$ cat config.mk
export PLATFORM = sky130hd
export DESIGN_NAME = epq_cell
export DESIGN_NICKNAME = d
export VERILOG_FILES = /design/src/hw/rtl/event_priority_queue_top_defines.svh /design/src/hw/rtl/epq_pkg.sv /design/src/hw/rtl/epq_cell.sv
export SDC_FILE = /design/constraint.sdc
export NUM_CORES = 1
export LEC_CHECK = 0
export BUFFER_PORTS_ARGS = -buffer_cell sky130_fd_sc_hd__buf_4
export CAP_MARGIN = 20
export CORE_AREA = 10 10 196 198
export CTS_CLUSTER_DIAMETER = 100
export DETAILED_ROUTE_END_ITERATION = 8
export DIE_AREA = 0 0 206 208
export HOLD_SLACK_MARGIN = 0.12
export SLEW_MARGIN = 5
export SYNTH_ARGS = -nofsm -noshare
export SYNTH_HDL_FRONTEND = slang
export SYNTH_SLANG_ARGS = --single-unit
$ cat constraint.sdc
create_clock -name clk -period 5.7 [get_ports clk]
set_clock_uncertainty 0.1 [all_clocks]
set_input_delay 0.285 -clock clk [delete_from_list [all_inputs] [get_ports clk]]
set_output_delay 0.285 -clock clk [all_outputs]
set_load 0.05 [all_outputs]
$ cat src/hw/rtl/event_priority_queue_top_defines.svh
// Assertion macros for the event priority queue.
// Used by event_priority_queue_top; expects clk and arst_n in scope.
`ifndef EVENT_PRIORITY_QUEUE_TOP_DEFINES_SVH
`define EVENT_PRIORITY_QUEUE_TOP_DEFINES_SVH
`ifndef SYNTHESIS
`define EPQ_ASSERT_IMPLIES(name, ante, cons) \
	name: assert property (@(posedge clk) disable iff (!arst_n) (ante) |-> (cons)) \
		else $error("epq assertion failed");
`define EPQ_ASSERT_NEXT(name, ante, cons) \
	name: assert property (@(posedge clk) disable iff (!arst_n) (ante) |=> (cons)) \
		else $error("epq assertion failed");
`else
`define EPQ_ASSERT_IMPLIES(name, ante, cons)
`define EPQ_ASSERT_NEXT(name, ante, cons)
`endif
`endif

$ cat src/hw/rtl/epq_pkg.sv
// Shared types and constants for the event priority queue.
// No dependencies.
`timescale 1ns / 1ps
`default_nettype none
package epq_pkg;
	localparam int TIME_W     = 48;
	localparam int FINE_W     = 32;
	localparam int TARGET_W   = 16;
	localparam int PAYLOAD_W  = 32;
	localparam int STATUS_W   = 2;
	localparam int OCC_W      = 7;
	localparam int CAPACITY_DEF = 64;

	localparam logic ACT_INSERT = 1'b0;
	localparam logic ACT_POP    = 1'b1;

	localparam logic [STATUS_W-1:0] STATUS_OK    = 2'd0;
	localparam logic [STATUS_W-1:0] STATUS_EMPTY = 2'd1;
	localparam logic [STATUS_W-1:0] STATUS_FULL  = 2'd2;

	typedef struct packed {
		logic [TIME_W-1:0]    event_time;
		logic [FINE_W-1:0]    fine_order;
		logic [TARGET_W-1:0]  target_id;
		logic [PAYLOAD_W-1:0] payload_handle;
	} entry_t;

	// per-cycle command broadcast to every cell
	typedef struct packed {
		logic insert;
		logic pop;
	} cell_ctl_t;
endpackage
`default_nettype wire

$ cat src/hw/rtl/epq_cell.sv
// One slot of the sorted systolic store: holds an event, compares it with
// the incoming key and shifts toward its neighbors. Depends on epq_pkg.
`timescale 1ns / 1ps
`default_nettype none
module epq_cell import epq_pkg::*; (
	input  logic      clk,
	input  cell_ctl_t ctl,
	input  logic      occupied,
	input  logic      left_ge,
	input  entry_t    left_entry,
	input  entry_t    right_entry,
	input  entry_t    new_entry,
	output logic      ge,
	output entry_t    entry
);
	entry_t entry_q;

	// empty slots count as "not below" so the new event lands at the tail
	assign ge = !occupied ||
		({entry_q.event_time, entry_q.fine_order, entry_q.target_id} >=
		 {new_entry.event_time, new_entry.fine_order, new_entry.target_id});

	always_ff @(posedge clk) begin
		if (ctl.insert) begin
			if (left_ge) begin
				entry_q <= left_entry;
			end else if (ge) begin
				entry_q <= new_entry;
			end
		end else if (ctl.pop) begin
			entry_q <= right_entry;
		end
	end

	assign entry = entry_q;
endmodule
`default_nettype wire

### After elaboration in Yosys (flattened, before gate mapping)

Cells that the tools add are included.

| operators by class | value |
|---|---|
| multiplexer cells | 4 |
| order comparisons | 1 |
| eq/ne operators | 1 |
| reduce and logical (&&, ||, !) cells | 4 |

Operators by type and width:

| cell | number |
|---|---|
| 128-bit two-way mux | 4 |
| 96-bit >= comparator | 1 |
| 3-bit by 1-bit inequality test with 1-bit output (second input constant) | 1 |
| 2-bit AND reduction | 1 |
| 2-bit nonzero test | 1 |
| 1-bit zero test | 1 |
| 1-bit logical OR | 1 |

| word-level totals | value |
|---|---|
| register bits | 128 |
| output and inout port bits | 129 |
| input port bits | 389 |
| word-level logic and storage cells | 14 |

### Longest topological paths before layout

| logic depth | value |
|---|---|
| word-level depth | 5 |
| depth in mapped cells | 9 |
| gate-level depth less buffers | 9 |

### Worst setup path before layout

No wires, ideal clock.

| path | value |
|---|---|
| path kind | reg2reg |
| start | register entry_q (netlist bit entry[125]) |
| end | register entry_q (netlist bit entry[0]), enable pin |
| cell stages (with the launch flop) | 9 |
| setup slack | -0.198 ns |
| data required time | 5.101 ns |
| library setup time | 0.499 ns |
| path buffers | 0 |
| clock period less this slack | 5.898 ns |
| arrival time | 5.300 ns |
| cell sequence | edfxtp_1 > ha_1 > nand4_1 > nor4_1 > nand2_1 > a311oi_1 > nor4_2 > nand2_1 > o22a_1 |

| on the way | value |
|---|---|
| cells in the longest elaborated chain, start to end | 4 |

RTL lines:

| element | RTL line | text |
|---|---|---|
| from (decl) | epq_cell.sv:16 | `entry_t entry_q;` |
| from (signal assigned) | epq_cell.sv:26 | `entry_q <= left_entry;` |
| from (signal assigned) | epq_cell.sv:28 | `entry_q <= new_entry;` |
| from (signal assigned) | epq_cell.sv:31 | `entry_q <= right_entry;` |
| 96-bit >= comparator | epq_cell.sv:20 | `({entry_q.event_time, entry_q.fine_order, entry_q.target_id} >=` |
| 1-bit logical OR | epq_cell.sv:19 | `assign ge = !occupied \|\|` |
| named net ge | epq_cell.sv:13 | `output logic ge,` |
| 3-bit by 1-bit inequality test with 1-bit output (no source line) | -- |  |
| 2-bit AND reduction (no source line) | -- |  |

The timed path passes the listed nets, and every way through them passes these cells.
A chain may end at the register's enable or synchronous reset.

### Worst setup path in the final report

| path | value |
|---|---|
| start | register entry_q (netlist bit entry[125]) |
| end | register entry_q (netlist bit entry[95]), enable pin |

| on the way | value |
|---|---|
| cells in the longest elaborated chain, start to end | 4 |

RTL lines:

| element | RTL line |
|---|---|
| 96-bit >= comparator | epq_cell.sv:20 |
| 1-bit logical OR | epq_cell.sv:19 |
| 3-bit by 1-bit inequality test with 1-bit output (no source line) | -- |
| 2-bit AND reduction (no source line) | -- |

Every way passes these cells.

==> run summary <==
The run finished with clean final reports. The cell internal power dissipation is 2.351 mW. The mean instance size in the synthesized netlist came out at 9.801 µm². After synthesis, the share of flip-flops with an asynchronous set or reset is 0%. The static leakage came out at 7.209 nW. The slew at the pin with the worst max-slew slack is 0.8344 ns. STA puts the critical path data arrival time at 3.85 ns. At the end of routability-driven placement, the weighted congestion stood at 0.8551. The fraction of final layout cells with drive strength greater than 1 came out at 36.41%. The critical path class is reg -> reg. The via count of the first global-routing pass came to 9710. STA classifies the critical path endpoint as a flop. The minimum clock period came out at 3.908 ns.

The quantity of gates resized following cts came out at 0. Row generation in the floorplan step produced 68 rows. The maximum clock path buffer count came out at 2. The tool flagged a number of max-cap violations equal to 0. The first routing iteration left 369 violations. The number of hold violations in the final report is 0. The worst setup path is launched from a flop. Of the available clock period, the critical path in the final layout requires 68.56%. The number of nets in the finished design is 1988.

The worst register-to-register path ends at entry[95]. The number of hold buffers added after cts is 105. In this run the top signal layer used is met5. In the detailed route, the total length drawn on met3 is 2861 µm. The register with the most flip-flops in the layout has 128 of them. Setup repair after global routing left no endpoint under its margin. The number of setup buffers added after CTS is 0. The largest net degree at the start of global routing came out at 137. The maximum frequency from static timing analysis is 255.9 MHz.

The peak fanout along the critical path came out at 46. The number of search-and-repair iterations in the first detailed-routing pass came out at 5. The worst-case reg-to-reg path depth is 9. The cell count of the worst hold path is 3.

The number of synthesized register bits came out at 128. The total number of vias came out at 9016. The total power after layout came out at 3.572 mW. The H-tree was split into 4 levels. In this run the power spent charging and discharging nets is 1.221 mW.

The ratio of total power to cell area is 240.7 mW/mm². The combinational power share is 34.3%. The share of power burned in the clock network is 31.6%. The initial antenna violation count was 1. The clock edge transition at the registers on the reported setup and hold paths is 0.06 ns. The area growth from synthesis to final layout came out at 68.04%. The required time at the worst-slack endpoint came out at 5.64 ns. The total wirelength of the detailed-routed design is 39230 µm. The startpoint identified for the worst register-to-register timing path is entry[125].

IR analysis of the VDD net gives a maximum drop of 0.1900 mV. The residual antenna-violating net count after detailed routing came out at 0. The wire length on met1 came out at 15020 µm. The die area came out at 0.04285 mm². The number of input and output port buffers inserted is 517. The post-synthesis instance area came out at 0.008831 mm².

When the netlist entered floorplanning its net count stood at 1386. Counting every instance in the synthesized netlist gives 901. The TritonCTS buffer count came out at 17. The initial cell density of the core is 25.69%. Clock latency on the worst-skew pair, taken at its later pin, is 0.42 ns. The y dimension of the die is 208 µm. The path class of the tightest hold or removal check is in -> reg.

The number of distinct library cells after synthesis is 31. The standard cell core area is 0.03437 mm². The horizontal die dimension came out at 206 µm. Net switching is 34.19% of the power. Sequential cells burn 34.1% of the power. The I/O pin count came out at 518. The setup TNS after final layout came out at 0 ns. The wire length per cell after detailed routing came out at 19.90 µm.

The sequential-to-total area share from yosys stat is 43.53%. The number of diodes added for antenna fixing came out at 0. The count of clock tree sinks came out at 128.

The placed wire-length estimate is 32390 µm. The via density per instance came out at 4.574. The warning count from the yosys run came out at 0. The TritonCTS clock tree is yes. In this run the most critical hold path is launched from right_entry[52]. The total setup violations reported at the end of the flow is 0.

The number of slew-limit violations in the final report is 0. The overall fraction of global-route tracks in use is 17.54%. In this run the register-to-register setup slack is 1.79 ns. The number of flops mapped to enable cells by yosys came out at 128. The root buffer cell chosen for the clock tree is sky130_fd_sc_hd__clkbuf_16.

For hold timing, the worst endpoint is entry[52]. The most used flip-flop cell after synthesis is sky130_fd_sc_hd__edfxtp_1. The count of unresolved DRC violations after routing is 0. The total congestion overflow after global routing came out at 0. The routed wire length on met2 came out at 20460 µm. The global-route wire length before repair came out at 57590 µm. The worst relative slew slack came out at 42.94%.
[final cells by class]
type | instances | area, µm²
clock buffer | 17 | 425.4
clock inverter | 15 | 166.4
fill | 3313 | 19530
inverter | 99 | 371.6
multi-input combinational | 630 | 4456
sequential | 128 | 3844
tap | 455 | 569.3
timing repair buffer | 627 | 5007
[metrics by stage]
step	instances	utilization, %	worst slack (ns)	hold slack [ns]	cell area (µm²)
after detailed placement	1834	38.39	1.571	0.5091	13200
after global routing	1971	43.17	1.429	0.1253	14840
after floorplan	901	-	1.155	0.4106	8832
after CTS	1971	43.17	1.567	0.1206	14840
final	1971	43.17	1.792	0.1293	14840
after global placement	1834	38.39	1.681	0.5020	13200
[worst max-delay path by stage]
| stage | slack, ns | depth (start not counted) | endpoint | from |
|---|---|---|---|---|
| floorplan | 1.15 | 8 | entry[0] | entry[125] |
| finish | 1.79 | 9 | entry[95] | entry[125] |
| CTS | 1.57 | 9 | entry[93] | entry[125] |
| detailed placement | 1.57 | 11 | entry[89] | new_entry[125] |
| global placement | 1.68 | 11 | entry[95] | new_entry[125] |
| global route | 1.43 | 9 | entry[95] | entry[125] |
[power groups by stage]
stage	Combinational (mW)	Clock, mW	Sequential, mW
finish	1.23	1.13	1.22
global route	1.32	1.19	1.23
global placement	1.17	0	1.23
detailed placement	1.17	0	1.24
CTS	1.24	1.16	1.22
floorplan	0.337	0	1.55
[synthesized netlist by cell type (all sizes together) (2+ instances only)]
library cell	n	area, µm²
nand3	8	40.04
nor3	6	30.03
a21o	10	75.07
inv	99	371.6
o21ai	13	65.06
mux2i	128	1281
a21oi	165	825.8
nor2	132	495.5
o211ai	2	15.01
clkbuf	29	108.9
a2111oi	3	26.28
a221oi	3	26.28
ha	96	1201
nor4	4	31.28
nand2	25	93.84
nand2b	4	25.02
nand4	21	131.4
buf	15	60.05
edfxtp	128	3844
[placed cells by master, fill, tap and decap left out, drive strengths merged, types with 8 or more instances in the layout]
cell type | synthesis | final
a21o | 10 | 10
a21oi | 165 | 165
buf | 15 | 520
clkbuf | 29 | 19
dlygate4sd3 | 0 | 105
edfxtp | 128 | 128
ha | 96 | 96
inv | 99 | 101
mux2i | 128 | 128
nand2 | 25 | 25
nand3 | 8 | 8
nand4 | 21 | 21
nor2 | 132 | 132
o21ai | 13 | 13
[cells by family after synthesis]
kind of cell               Yosys count  share of synthesized area (%)
AOI/OAI and AO/OA                  205                          12.57
adders and majority gates           96                          13.60
buffers and inverters              143                          6.121
DFF                                128                          43.53
muxes                              128                          14.51
and+or+nand+nor                    201                          9.677
[metal layers]
metal | global-route usage (%) | vias up
li1 | - | 4469
met1 | 19.05 | 4180
met2 | 31.94 | 320
met3 | 4.988 | 45
met4 | 5.369 | 2
met5 | 0 | -
[critical path, cell delays in order (launching register included)]
cell and delay [ns]:
sky130_fd_sc_hd__edfxtp_1 0.39, sky130_fd_sc_hd__ha_1 0.32, sky130_fd_sc_hd__nand4_1 0.18, sky130_fd_sc_hd__nor4_1 0.65, sky130_fd_sc_hd__nand2_1 0.25, sky130_fd_sc_hd__a311oi_1 0.41, sky130_fd_sc_hd__nor4_2 0.12, sky130_fd_sc_hd__nand2_1 0.15
sky130_fd_sc_hd__o22a_4 0.33, sky130_fd_sc_hd__buf_4 0.57
Note: power is estimated with default switching activity, not from simulation.
